### config.mk
export PLATFORM = sky130hd
export DESIGN_NAME = radio_rx_packet_deframer
export DESIGN_NICKNAME = d
export VERILOG_FILES = /design/src/sv/rxd_pkg.sv /design/src/sv/radio_rx_packet_deframer.sv /design/src/sv/rxd_core.sv /design/src/sv/rxd_result_fifo.sv
export SDC_FILE = /design/constraint.sdc
export NUM_CORES = 1
export LEC_CHECK = 0
export BUFFER_PORTS_ARGS = -buffer_cell sky130_fd_sc_hd__buf_2
export CAP_MARGIN = 20
export CORE_ASPECT_RATIO = 0.7
export CORE_MARGIN = 2
export CORE_UTILIZATION = 30
export CTS_BUF_LIST = sky130_fd_sc_hd__clkbuf_16
export DETAILED_ROUTE_END_ITERATION = 6
export PLACE_DENSITY_LB_ADDON = 0.05
export SLEW_MARGIN = 25
export SYNTH_ARGS = -nofsm -noshare
export SYNTH_HDL_FRONTEND = slang
export SYNTH_HIERARCHICAL = 1
export SYNTH_SLANG_ARGS = --single-unit
### constraint.sdc
create_clock -name clk -period 10.7 [get_ports clk]
set_clock_uncertainty 0.2 [all_clocks]
set_input_delay 1.07 -clock clk [delete_from_list [all_inputs] [get_ports clk]]
set_output_delay 1.07 -clock clk [all_outputs]
set_load 0.05 [all_outputs]
### src/sv/rxd_pkg.sv
// Shared types, codes and constants for the radio receive packet deframer.
package rxd_pkg;

  typedef enum logic [1:0] {
    FUNC_START   = 2'd0,
    FUNC_BYTE    = 2'd1,
    FUNC_POLL    = 2'd2,
    FUNC_TIMEOUT = 2'd3
  } rxd_func_t;

  localparam logic KIND_PAYLOAD = 1'b0;
  localparam logic KIND_SUMMARY = 1'b1;

  localparam logic REG_MAX_BYTES  = 1'b0;
  localparam logic REG_WAIT_LIMIT = 1'b1;

  localparam int CFG_DATA_W = 16;

  localparam logic [7:0]  GLITCH_ONE       = 8'h80;
  localparam logic [7:0]  GLITCH_TWO       = 8'hC0;
  localparam logic [7:0]  RSSI_UNKNOWN     = 8'hFF;
  localparam logic [11:0] MAX_BYTES_RESET  = 12'd255;
  localparam logic [15:0] WAIT_LIMIT_RESET = 16'd1000;

  localparam int RES_PER_ITEM = 3;
  localparam int FIFO_DEPTH   = 4;
  localparam int FIFO_AW      = $clog2(FIFO_DEPTH);

  typedef struct packed {
    logic              kind;
    logic [7:0]        payload_byte;
    logic              last;
    logic [11:0]       length;
    logic signed [7:0] rssi_dbm;
    logic [31:0]       packet_total;
  } rxd_result_t;

  typedef struct packed {
    logic [1:0]                          count;
    rxd_result_t [RES_PER_ITEM-1:0]      entry;
  } rxd_push_t;

  // Negated raw RSSI halved toward zero; unknown reads as 0 dBm.
  function automatic logic signed [7:0] dbm_of(input logic [7:0] raw);
    logic [7:0] half;
    begin
      half = {1'b0, raw[7:1]};
      if (raw == RSSI_UNKNOWN) begin
        dbm_of = 8'sd0;
      end else begin
        dbm_of = $signed(8'd0 - half);
      end
    end
  endfunction

endpackage

### src/sv/radio_rx_packet_deframer.sv
// An accepted item waits in the input register until the four-entry result queue has room
//   for three more results; its results then go into the queue for the master side.
// Throughput: one item per cycle while each item yields at most one result and the master
//   side, one result per cycle, is ready; items yielding more results hold the input back.
// Reset (rst, synchronous): closes any packet, clears counters, rssi unknown, registers
//   back to max_bytes 255 and wait_limit 1000.
module radio_rx_packet_deframer (
  input  logic                          clk,
  input  logic                          rst,
  // Configuration write port
  input  logic                          cfg_we,
  input  logic                          cfg_index,
  input  logic [rxd_pkg::CFG_DATA_W-1:0] cfg_data,
  // Slave side: FIFO items
  input  logic                          s_axis_tvalid,
  output logic                          s_axis_tready,
  input  logic [7:0]                    s_axis_tdata,  // [7:0] data
  input  logic [1:0]                    s_axis_tuser,  // [1:0] func
  // Master side: results
  output logic                          m_axis_tvalid,
  input  logic                          m_axis_tready,
  // [7:0] payload_byte, [19:8] length, [27:20] rssi_dbm, [59:28] packet_total, rest zero
  output logic [63:0]                   m_axis_tdata,
  output logic                          m_axis_tuser,  // [0] kind
  output logic                          m_axis_tlast
);

  // Input register: holds one accepted transaction until the core takes it.
  logic               in_valid;
  rxd_pkg::rxd_func_t in_func;
  logic [7:0]         in_data;
  logic               fire;
  logic               room;

  rxd_pkg::rxd_push_t   push;
  rxd_pkg::rxd_result_t res;

  // Advance the held item whenever the queue can take its worst-case three results.
  assign fire          = in_valid && room;
  assign s_axis_tready = !in_valid || fire;

  always_ff @(posedge clk) begin
    if (rst) begin
      in_valid <= 1'b0;
    end else if (s_axis_tready) begin
      in_valid <= s_axis_tvalid;
    end
  end

  always_ff @(posedge clk) begin
    if (s_axis_tvalid && s_axis_tready) begin
      in_func <= rxd_pkg::rxd_func_t'(s_axis_tuser);
      in_data <= s_axis_tdata;
    end
  end

  // Packet state machine and result formation.
  rxd_core u_core (
    .clk       (clk),
    .rst       (rst),
    .cfg_we    (cfg_we),
    .cfg_index (cfg_index),
    .cfg_data  (cfg_data),
    .fire      (fire),
    .func      (in_func),
    .data      (in_data),
    .push      (push)
  );

  // Result queue parting the core from the master side.
  rxd_result_fifo u_fifo (
    .clk       (clk),
    .rst       (rst),
    .push      (push),
    .room      (room),
    .out_valid (m_axis_tvalid),
    .out_ready (m_axis_tready),
    .out_data  (res)
  );

  assign m_axis_tuser = res.kind;
  assign m_axis_tlast = res.last;
  assign m_axis_tdata = {4'd0, res.packet_total, res.rssi_dbm, res.length,
                         res.payload_byte};

endmodule

### src/sv/rxd_core.sv
// Packet state, configuration registers and per-item result generation.
module rxd_core (
  input  logic                          clk,
  input  logic                          rst,
  input  logic                          cfg_we,
  input  logic                          cfg_index,
  input  logic [rxd_pkg::CFG_DATA_W-1:0] cfg_data,
  input  logic                          fire,
  input  rxd_pkg::rxd_func_t            func,
  input  logic [7:0]                    data,
  output rxd_pkg::rxd_push_t            push
);

  logic [11:0] max_bytes;
  logic [15:0] wait_limit;

  logic        active,       active_next;
  logic [11:0] byte_count,   byte_count_next;
  logic [15:0] empty_polls,  empty_polls_next;
  logic [7:0]  held_byte,    held_byte_next;
  logic        held_valid,   held_valid_next;
  logic [7:0]  rssi_raw,     rssi_raw_next;
  logic [31:0] good_packets, good_packets_next;

  logic        pre_v;
  logic        fin;
  logic        fin_hv;
  logic [7:0]  fin_hb;
  logic [11:0] fin_cnt;
  logic        fin_glitch;
  logic [11:0] fin_len;
  logic        fin_byte_v;
  logic [11:0] cnt_inc;
  logic [15:0] polls_inc;
  logic [1:0]  k;
  rxd_pkg::rxd_result_t [rxd_pkg::RES_PER_ITEM-1:0] cand;
  logic        [rxd_pkg::RES_PER_ITEM-1:0]          cand_v;

  always_comb begin
    cnt_inc   = byte_count + 12'd1;
    polls_inc = empty_polls + 16'd1;

    active_next      = active;
    byte_count_next  = byte_count;
    empty_polls_next = empty_polls;
    held_byte_next   = held_byte;
    held_valid_next  = held_valid;
    rssi_raw_next    = rssi_raw;
    pre_v            = 1'b0;
    fin              = 1'b0;
    fin_hv           = held_valid;
    fin_hb           = held_byte;
    fin_cnt          = byte_count;

    unique case (func)
      rxd_pkg::FUNC_START: begin
        // Abandon any open packet and open a fresh one.
        rssi_raw_next    = data;
        active_next      = 1'b1;
        byte_count_next  = 12'd0;
        empty_polls_next = 16'd0;
        held_byte_next   = 8'd0;
        held_valid_next  = 1'b0;
        fin_hv           = 1'b0;
        fin_cnt          = 12'd0;
        fin              = (max_bytes == 12'd0);
      end
      rxd_pkg::FUNC_TIMEOUT: begin
        // Close as an empty packet.
        rssi_raw_next = data;
        fin_hv        = 1'b0;
        fin_cnt       = 12'd0;
        fin           = 1'b1;
      end
      rxd_pkg::FUNC_BYTE: begin
        if (active) begin
          if (data == 8'd0) begin
            fin = 1'b1;
          end else begin
            pre_v            = held_valid;
            held_byte_next   = data;
            held_valid_next  = 1'b1;
            byte_count_next  = cnt_inc;
            empty_polls_next = 16'd0;
            fin_hv           = 1'b1;
            fin_hb           = data;
            fin_cnt          = cnt_inc;
            fin              = (cnt_inc >= max_bytes);
          end
        end
      end
      rxd_pkg::FUNC_POLL: begin
        if (active) begin
          empty_polls_next = polls_inc;
          fin              = (polls_inc >= wait_limit);
        end
      end
      default: ;
    endcase

    // Drop a trailing glitch byte, otherwise deliver it before the summary.
    fin_glitch = fin_hv && ((fin_hb == rxd_pkg::GLITCH_ONE) ||
                            (fin_hb == rxd_pkg::GLITCH_TWO));
    fin_len    = fin_glitch ? (fin_cnt - 12'd1) : fin_cnt;
    fin_byte_v = fin && fin_hv && !fin_glitch;

    good_packets_next = good_packets;
    if (fin && (fin_len != 12'd0)) begin
      good_packets_next = good_packets + 32'd1;
    end

    if (fin) begin
      active_next      = 1'b0;
      byte_count_next  = 12'd0;
      empty_polls_next = 16'd0;
      held_byte_next   = 8'd0;
      held_valid_next  = 1'b0;
    end

    cand = '0;
    cand[0].kind         = rxd_pkg::KIND_PAYLOAD;
    cand[0].payload_byte = held_byte;
    cand[1].kind         = rxd_pkg::KIND_PAYLOAD;
    cand[1].payload_byte = fin_hb;
    cand[2].kind         = rxd_pkg::KIND_SUMMARY;
    cand[2].length       = fin_len;
    cand[2].rssi_dbm     = rxd_pkg::dbm_of(rssi_raw_next);
    cand[2].packet_total = good_packets_next;
    cand_v = {fin, fin_byte_v, pre_v};

    // Pack present results to the front and mark the final one.
    push = '0;
    k    = 2'd0;
    for (int i = 0; i < rxd_pkg::RES_PER_ITEM; i++) begin
      if (cand_v[i]) begin
        push.entry[k] = cand[i];
        k = k + 2'd1;
      end
    end
    for (int i = 0; i < rxd_pkg::RES_PER_ITEM; i++) begin
      push.entry[i].last = (k != 2'd0) && (2'(i) == (k - 2'd1));
    end
    push.count = fire ? k : 2'd0;
  end

  always_ff @(posedge clk) begin
    if (rst) begin
      max_bytes    <= rxd_pkg::MAX_BYTES_RESET;
      wait_limit   <= rxd_pkg::WAIT_LIMIT_RESET;
      active       <= 1'b0;
      byte_count   <= 12'd0;
      empty_polls  <= 16'd0;
      held_byte    <= 8'd0;
      held_valid   <= 1'b0;
      rssi_raw     <= rxd_pkg::RSSI_UNKNOWN;
      good_packets <= 32'd0;
    end else begin
      if (cfg_we) begin
        unique case (cfg_index)
          rxd_pkg::REG_MAX_BYTES:  max_bytes  <= cfg_data[11:0];
          rxd_pkg::REG_WAIT_LIMIT: wait_limit <= cfg_data[15:0];
          default: ;
        endcase
      end
      if (fire) begin
        active       <= active_next;
        byte_count   <= byte_count_next;
        empty_polls  <= empty_polls_next;
        held_byte    <= held_byte_next;
        held_valid   <= held_valid_next;
        rssi_raw     <= rssi_raw_next;
        good_packets <= good_packets_next;
      end
    end
  end

endmodule

### src/sv/rxd_result_fifo.sv
// Small result queue: takes up to three results a cycle, gives one.
module rxd_result_fifo (
  input  logic                 clk,
  input  logic                 rst,
  input  rxd_pkg::rxd_push_t   push,
  output logic                 room,
  output logic                 out_valid,
  input  logic                 out_ready,
  output rxd_pkg::rxd_result_t out_data
);

  rxd_pkg::rxd_result_t mem [rxd_pkg::FIFO_DEPTH];

  logic [rxd_pkg::FIFO_AW-1:0] wr_ptr;
  logic [rxd_pkg::FIFO_AW-1:0] rd_ptr;
  logic [rxd_pkg::FIFO_AW:0]   count;
  logic                        pop;

  assign out_valid = (count != '0);
  assign out_data  = mem[rd_ptr];
  assign pop       = out_valid && out_ready;
  assign room      = (count <= (rxd_pkg::FIFO_AW + 1)'(rxd_pkg::FIFO_DEPTH -
                                                       rxd_pkg::RES_PER_ITEM));

  always_ff @(posedge clk) begin
    for (int i = 0; i < rxd_pkg::RES_PER_ITEM; i++) begin
      if (2'(i) < push.count) begin
        mem[wr_ptr + rxd_pkg::FIFO_AW'(i)] <= push.entry[i];
      end
    end
  end

  always_ff @(posedge clk) begin
    if (rst) begin
      wr_ptr <= '0;
      rd_ptr <= '0;
      count  <= '0;
    end else begin
      wr_ptr <= wr_ptr + rxd_pkg::FIFO_AW'(push.count);
      if (pop) begin
        rd_ptr <= rd_ptr + rxd_pkg::FIFO_AW'(1);
      end
      count <= count + (rxd_pkg::FIFO_AW + 1)'(push.count) -
               (rxd_pkg::FIFO_AW + 1)'(pop);
    end
  end

endmodule
==> metrics.md, run 1 <==
| Metric | Value |
|---|---|
| Status | `completed` |
| Area of the core | `0.0773 mm^2` |
| H-tree lvl count | `2` |
| DR vias | `20742` |
| Setup_tns | `0 ps` |
| # Post-CTS Setup Buffers | `0` |
| Post-route antenna net violation count | `0` |
| Slew HR | `27.4%` |
| Critical Path RT | `10790 ps` |
| Clk slew on worst S/H paths | `60 ps` |
| Post-cts sizing count | `0` |
| Final setup viols | `0` |
| Reg-to-reg startpoint | `u_core/byte_count[0]` |
| Most frequent cells in the layout | `nand2_1 (618), nor2_1 (452), edfxtp_1 (258)` |
| Slew Viols, Final | `0` |
| DR pass1 iterations | `6` |
| CP max stage cell | `nand4bb_4` |
| Drt total wl | `84600 um` |
| LEAKAGE | `9.21 nW` |
| Post-synthesis cell area | `0.0236 mm^2` |
| Multi-input logic area | `0.0124 mm^2` |
| R2R Setup Slk | `2840 ps` |
| Final Critical Period | `7860 ps` |
| Sequential Area | `0.0101 mm^2` |
| Worst Path Arrival | `7960 ps` |
| DP HPWL | `51000 um` |
| Input/output buffers | `95` |
| Critical path class | `reg2reg` |
| Worst hold path class | `reg2reg` |
| Fmax | `0.127 GHz` |
| Area delta synth->final | `10.7%` |
| Worst Setup End Kind | `flip-flop` |
| Critical path fanouts, max | `74` |
| Final Non-Filler Cells | `3778` |
| CP top delay family | `simple AND/OR/NAND/NOR gates` |
| Initial antenna violation count | `1` |
| Power Density | `157 mW/mm^2` |
| Dpl cells | `3696` |
| Sequential fraction of the synthesis area | `42.7%` |
| Filler cells | `7888` |
| Peak supply drop | `0.0847 mV` |
| Layout cells sized above 1 | `11.5%` |
| TritonCTS Buffers | `45` |
| Worst skew pair latency | `600 ps` |
| CP startpoint | `u_core/byte_count[0]` |
| Via-to-Cell Ratio | `5.49` |
| Gr ovfl total | `0` |
| Synth Register Bits | `374` |
| Ys async rst share | `0%` |
| Post-route clock period utilization | `73.5%` |
| Largest net degree at the start of global routing | `77` |
| Post-Syn Area per Cell | `8.60 um^2` |
| Worst Max-Slew Pin Slew | `1090 ps` |
| CTS sink cnt | `374` |
| Diodes inserted | `0` |
| CTS Root Cell | `clkbuf_16` |
| Hold Vio Cnt, Final | `0` |
| Iter 0 DRT Violations | `1907` |
| Synth cell types | `82` |
| Number of global-route vias before repair | `19782` |
| GRT Util Overall | `20.5%` |
| Number of I/O pins | `100` |
| Global-route wire length before repair | `127000 um` |
| Commonest non-fill, non-tap cell in the layout | `nand2_1` |
| Detailed-route DRC error count | `0` |
| # rows | `85` |
| Die width | `339 um` |
| GPL Wtd Cong | `0.791` |
| Hold Startpoint | `u_core/wait_limit[11]` |
| Main flop type after synthesis | `edfxtp_1` |
| Worst path bufs/invs | `2` |
| Slowest cell delay on critical path | `850 ps` |
| CTS tree | `yes` |
| CP cell instances | `ha_1, nand3_1, nor3_1, xor2_1, ha_1, a21o_1, a2111oi_0, nand2_1, o211ai_1, o31ai_4, and3_1, inv_1, ha_1, ha_1, and2_1, nand4bb_4, buf_4, nor2_1, a31oi_1` |
| Worst setup SP type | `flip-flop` |
| Most numerous cell on the critical path | `ha_1` |
| Yosys Warn Count | `6` |
| Die area | `0.0809 mm^2` |
| RSZ-0062 raised after global routing | `false` |
| NumNets Final | `2778` |
| Post-Synthesis Cells | `2742` |
| Number of enable flip-flop cells after synthesis | `258` |
| Max Cap Viol | `0` |
| CTS Hold Bufs | `0` |
| Clock Tree Buf Depth | `3` |
| Initial Utilization | `30.5%` |
| Die span in y | `239 um` |
| Wire length per cell | `22.4 um` |
logic make-up (layout without fill, tap and decap cells):
logic type	count (synthesis)	after routing	share of synthesized area [%]
and+or+nand+nor	1331	1331	24.3
DFF	374	374	42.7
xor gates and xnor gates	73	73	2.71
AOI/OAI and AO/OA	554	554	15.9
muxes	72	72	6.34
buffers and inverters	289	271	5.50
adders and majority gates	47	47	2.52
other	2	12	0.0318
flip-flops by register name, indices dropped and copies added (netlist names), named ones only:
name and cells:
u_core/rssi_raw 8, u_fifo/count 3, u_fifo/mem 248, in_func 2, u_core/wait_limit 16, u_fifo/wr_ptr 2, u_core/good_packets 32, u_core/active 1
u_core/empty_polls 16, u_core/max_bytes 12, u_core/held_byte 8, u_core/byte_count 12, in_valid 1, in_data 8, u_fifo/rd_ptr 2, u_core/held_valid 1
stage by stage:
stage,area (um^2),setup slack (ps),total power (W),hold WS (ps),utilization [%]
global route,26100,2340,0.00427,293,33.8
detailed placement,24800,2950,0.00270,257,32.0
floorplan,23600,694,0.00242,236,-
global placement,24700,3020,0.00270,254,32.0
CTS,26100,2910,0.00417,266,33.8
finish,26100,2840,0.00409,263,33.8
synthesized netlist by cell type, types with 3 or more instances:
master,instances,area [um^2]
a211o_1,12,105
a211oi_1,6,45.0
a21o_1,11,82.6
a21oi_1,110,551
a22o_1,18,158
a22oi_1,4,30.0
a311oi_1,3,26.3
a31oi_1,249,1560
and2_1,12,75.1
and3_1,38,238
and4_1,4,35.0
buf_1,8,30.0
buf_2,60,300
buf_4,16,120
buf_6,10,113
clkbuf_1,134,503
dfxtp_1,116,2320
edfxtp_1,258,7750
ha_1,46,576
inv_1,59,221
mux2i_1,10,100
mux4_2,62,1400
nand2_1,621,2330
nand2b_1,12,75.1
nand3_1,33,165
nand3b_1,24,180
nand4_1,22,138
nor2_1,452,1700
nor2b_1,12,75.1
nor3_1,14,70.1
nor4_1,10,62.6
o211ai_1,14,105
o21a_1,6,45.0
o21ai_0,50,250
o311ai_0,3,26.3
o311ai_1,14,123
o311ai_2,13,211
o31a_1,3,26.3
o31ai_1,12,90.1
or2_2,10,62.6
or3_1,24,150
or4_1,23,173
xnor2_1,36,315
xor2_1,37,324
area by class of cell:
| class | count | share of cell area, % |
|---|---|---|
| multi-input combinational | 2089 | 47.6 |
| sequential | 374 | 38.6 |
| clock inverter | 37 | 0.776 |
| clock buffer | 45 | 4.31 |
| tap | 1044 | 5.00 |
| inverter | 60 | 0.863 |
| timing repair buffer | 129 | 2.90 |
worst reg2reg max path, stage by stage (launching register included):
cell	delay, ps
dfxtp_1	590
ha_1	520
nand3_1	150
nor3_1	590
xor2_1	170
ha_1	340
a21o_1	190
a2111oi_0	570
nand2_1	120
o211ai_1	380
o31ai_4	260
and3_1	280
inv_1	130
ha_1	320
ha_1	360
and2_1	500
nand4bb_4	850
buf_4	750
nor2_1	250
a31oi_1	50
per-layer routing:
layer / up-vias / routed length (um) / GRT usage [%]
li1: 9690 / - / -
met1: 10070 / 41300 / 30.8
met2: 834 / 35700 / 30.4
met3: 148 / 5810 / 2.97
met4: 0 / 1800 / 5.16
met5: - / 0 / 0
report_power, final:
| part | total (W) | internal, W | switching (W) |
|---|---|---|---|
| clock | 0.00144 | 0.000786 | 0.000651 |
| combinational | 0.000981 | 0.000296 | 0.000684 |
| sequential | 0.00168 | 0.00160 | 0.0000761 |
| total | 0.00409 | 0.00268 | 0.00141 |
path summary, 6_finish.rpt:
path | to | cells after the start
worst max-delay path | u_fifo/mem[2][58] | 19
worst min-delay path | u_core/wait_limit[11] | 2
worst max register to register | u_fifo/mem[2][58] | 19
worst min register to register | u_core/wait_limit[11] | 2
Power figures use the tool's default switching activity.
==> inputs of run 2 (changes only) <==
==> constraint.sdc (replaced) <==
create_clock -name clk -period 7.35 [get_ports clk]
set_clock_uncertainty 0.2 [all_clocks]
set_input_delay 0.735 -clock clk [delete_from_list [all_inputs] [get_ports clk]]
set_output_delay 0.735 -clock clk [all_outputs]
set_load 0.05 [all_outputs]
==> run 2 against run 1 <==
Against the previous run: power increased by 47%; routed wire length is 0.61% lower; hold slack worse by 140 ps; maximum frequency grew 19%; worst setup slack worse by 2100 ps; global-route usage decreased by 0.092 points; die area unchanged.
==> metrics.md, run 2 (same netlist as run 1, synthesis figures left out) <==
| Metric | Value |
|---|---|
| Number of global-route vias before repair | `19647 (was 19782)` |
| Design area | `0.0265 mm^2 (was 0.0261 mm^2)` |
| WHS | `124 ps (was 263 ps)` |
| CTS tree | `yes (unchanged)` |
| Die width | `339 um (unchanged)` |
| Critical Path End | `u_fifo/mem[0][5] (was u_fifo/mem[2][58])` |
| Status | `completed (unchanged)` |
| Slew HR | `29.8% (was 27.4%)` |
| CTS Root Cell | `clkbuf_16 (unchanged)` |
| Post-route antenna net violation count | `0 (unchanged)` |
| Die span in y | `239 um (unchanged)` |
| Sw Share | `33.8% (was 34.5%)` |
| GPL Wtd Cong | `0.811 (was 0.791)` |
| Drt total wl | `84100 um (was 84600 um)` |
| Clock share of power | `35.6% (was 35.1%)` |
| Final setup viols | `0 (unchanged)` |
| Max Cap Viol | `0 (unchanged)` |
| R2R Setup Slk | `770 ps (was 2840 ps)` |
| Most frequent cells in the layout | `nand2_1 (618), nor2_1 (452), edfxtp_1 (258) (unchanged)` |
| Most flops, register | `u_fifo/mem (unchanged)` |
| Worst setup SP type | `flip-flop (unchanged)` |
| DR pass1 iterations | `7 (was 6)` |
| Die area | `0.0809 mm^2 (unchanged)` |
| H-tree lvl count | `2 (unchanged)` |
| Comb pwr share | `23.8% (was 24.0%)` |
| RSZ-0062 raised after global routing | `false (unchanged)` |
| Worst skew pair latency | `590 ps (was 600 ps)` |
| Power Internal | `0.00397 W (was 0.00268 W)` |
| Area delta synth->final | `12.2% (was 10.7%)` |
| Initial antenna violation count | `2 (was 1)` |
| Input/output buffers | `95 (unchanged)` |
| Critical path fanouts, max | `24 (was 74)` |
| Hold Vio Cnt, Final | `0 (unchanged)` |
| Fmax | `0.152 GHz (was 0.127 GHz)` |
| Clock Tree Buf Depth | `3 (unchanged)` |
| Commonest non-fill, non-tap cell in the layout | `nand2_1 (unchanged)` |
| Worst Reg-to-Reg Cells | `21 (was 19)` |
| Worst Path Arrival | `6600 ps (was 7960 ps)` |
| # rows | `85 (unchanged)` |
| Filler cells | `7874 (was 7888)` |
| CTS Hold Bufs | `0 (unchanged)` |
| Area of the core | `0.0773 mm^2 (unchanged)` |
| Final Util | `34.2% (was 33.8%)` |
| Setup_tns | `0 ps (unchanged)` |
| GRT Util Overall | `20.4% (was 20.5%)` |
| Reg2Reg Capture Point | `u_fifo/mem[0][5] (was u_fifo/mem[2][58])` |
| Wire length per cell | `22.1 um (was 22.4 um)` |
| P_sw | `0.00203 W (was 0.00141 W)` |
| Clk slew on worst S/H paths | `60 ps (about the same)` |
| Reg-to-reg startpoint | `u_core/empty_polls[0] (was u_core/byte_count[0])` |
| Layout cells sized above 1 | `12.4% (was 11.5%)` |
| NumNets Final | `2806 (was 2778)` |
| Gr ovfl total | `0 (unchanged)` |
| Number of I/O pins | `100 (unchanged)` |
| CTS sink cnt | `374 (unchanged)` |
| Global-route wire length before repair | `126000 um (was 127000 um)` |
| Detailed-route DRC error count | `0 (unchanged)` |
| Peak supply drop | `0.166 mV (was 0.0847 mV)` |
| DR vias | `20737 (was 20742)` |
| Worst Setup End Kind | `flip-flop (unchanged)` |
| Via-to-Cell Ratio | `5.45 (was 5.49)` |
| DP HPWL | `53000 um (was 51000 um)` |
| Power Density | `227 mW/mm^2 (was 157 mW/mm^2)` |
| Worst hold path class | `in2reg (was reg2reg)` |
| Critical Path RT | `7370 ps (was 10790 ps)` |
| Slew Viols, Final | `0 (unchanged)` |
| CP startpoint | `u_core/empty_polls[0] (was u_core/byte_count[0])` |
| Largest net degree at the start of global routing | `85 (was 77)` |
| Post-route clock period utilization | `89.5% (was 73.5%)` |
| TritonCTS Buffers | `43 (was 45)` |
| LEAKAGE | `9.40 nW (was 9.21 nW)` |
| Initial Utilization | `30.5% (unchanged)` |
| Final Critical Period | `6580 ps (was 7860 ps)` |
| Critical path class | `reg2reg (unchanged)` |
| Largest regs | `u_fifo/mem x248, u_core/good_packets x32 (unchanged)` |
| Total power | `0.00600 W (was 0.00409 W)` |
| Iter 0 DRT Violations | `1809 (was 1907)` |
| Worst Max-Slew Pin Slew | `1050 ps (was 1090 ps)` |
| # Post-CTS Setup Buffers | `0 (unchanged)` |
| Reg power frac | `40.6% (was 40.9%)` |
| Number of flip-flops under the largest register name | `248 (unchanged)` |
| Post-cts sizing count | `0 (unchanged)` |
| Placed instance area | `0.0251 mm^2 (was 0.0248 mm^2)` |
-- run 2: area by class of cell --
| class | instances | area, um^2 | share of cell area (%) |
|---|---|---|---|
| multi-input cells | 2089 | 12400 | 46.8 |
| flip-flops and latches | 374 | 10100 | 38.1 |
| well taps | 1044 | 1310 | 4.94 |
| clock buffers | 45 | 1130 | 4.26 |
| repair buffers | 159 | 1120 | 4.23 |
| inverters | 60 | 225 | 0.851 |
| clock inverters | 30 | 224 | 0.846 |
| diodes | 1 | 2.50 | 0.00946 |
-- run 2: per-stage QoR --
step / setup slack, ps / std cells
detailed placement: 794 / 3726
global placement: 930 / 3725
floorplan: -678 / 2752
finish: 768 / 3802
CTS: 749 / 3801
global route: 331 / 3801
-- run 2: power by group through the flow --
stage | sequential, W | clock, W | combinational [W]
6_report | 0.00244 | 0.00213 | 0.00143
4_1_cts | 0.00244 | 0.00222 | 0.00145
5_1_grt | 0.00245 | 0.00229 | 0.00152
3_3_place_gp | 0.00248 | 0 | 0.00145
2_1_floorplan | 0.00240 | 0 | 0.00113
3_5_place_dp | 0.00248 | 0 | 0.00145
-- run 2: metal layers --
layer	track usage [%]	routed length (um)	vias to the layer above
met4	5.79	1800	2
met3	2.86	5180	153
met5	0	13	-
li1	-	-	9743
met2	30.9	35900	715
met1	30.1	41200	10124
-- run 2: how the worst min path moves through the flow --
stage,from,end,slack (ps),cells past startpoint
after floorplan,u_core/wait_limit[10],u_core/wait_limit[10],240,2
after global placement,u_core/wait_limit[12],u_core/wait_limit[12],250,2
after detailed placement,u_core/wait_limit[15],u_core/wait_limit[15],260,2
after CTS,s_axis_tdata[4],in_data[4],70,1
after global routing,s_axis_tdata[0],in_data[0],90,1
final,s_axis_tdata[4],in_data[4],120,1
-- run 2: critical path: stages (launching register included) --
cell       delay (ps)
dfxtp_1           400
ha_1              250
and3_1            250
and3_1            250
and3_1            280
and3_1            270
and3_1            270
nand3_1           110
xnor2_1           150
ha_1              310
o2111ai_1         130
nor3_1            220
a21oi_1           160
o31ai_4           290
and3_1            290
inv_1             110
ha_1              360
ha_1              340
and2_1            540
nor2_1            240
a211oi_4          330
buf_4             460
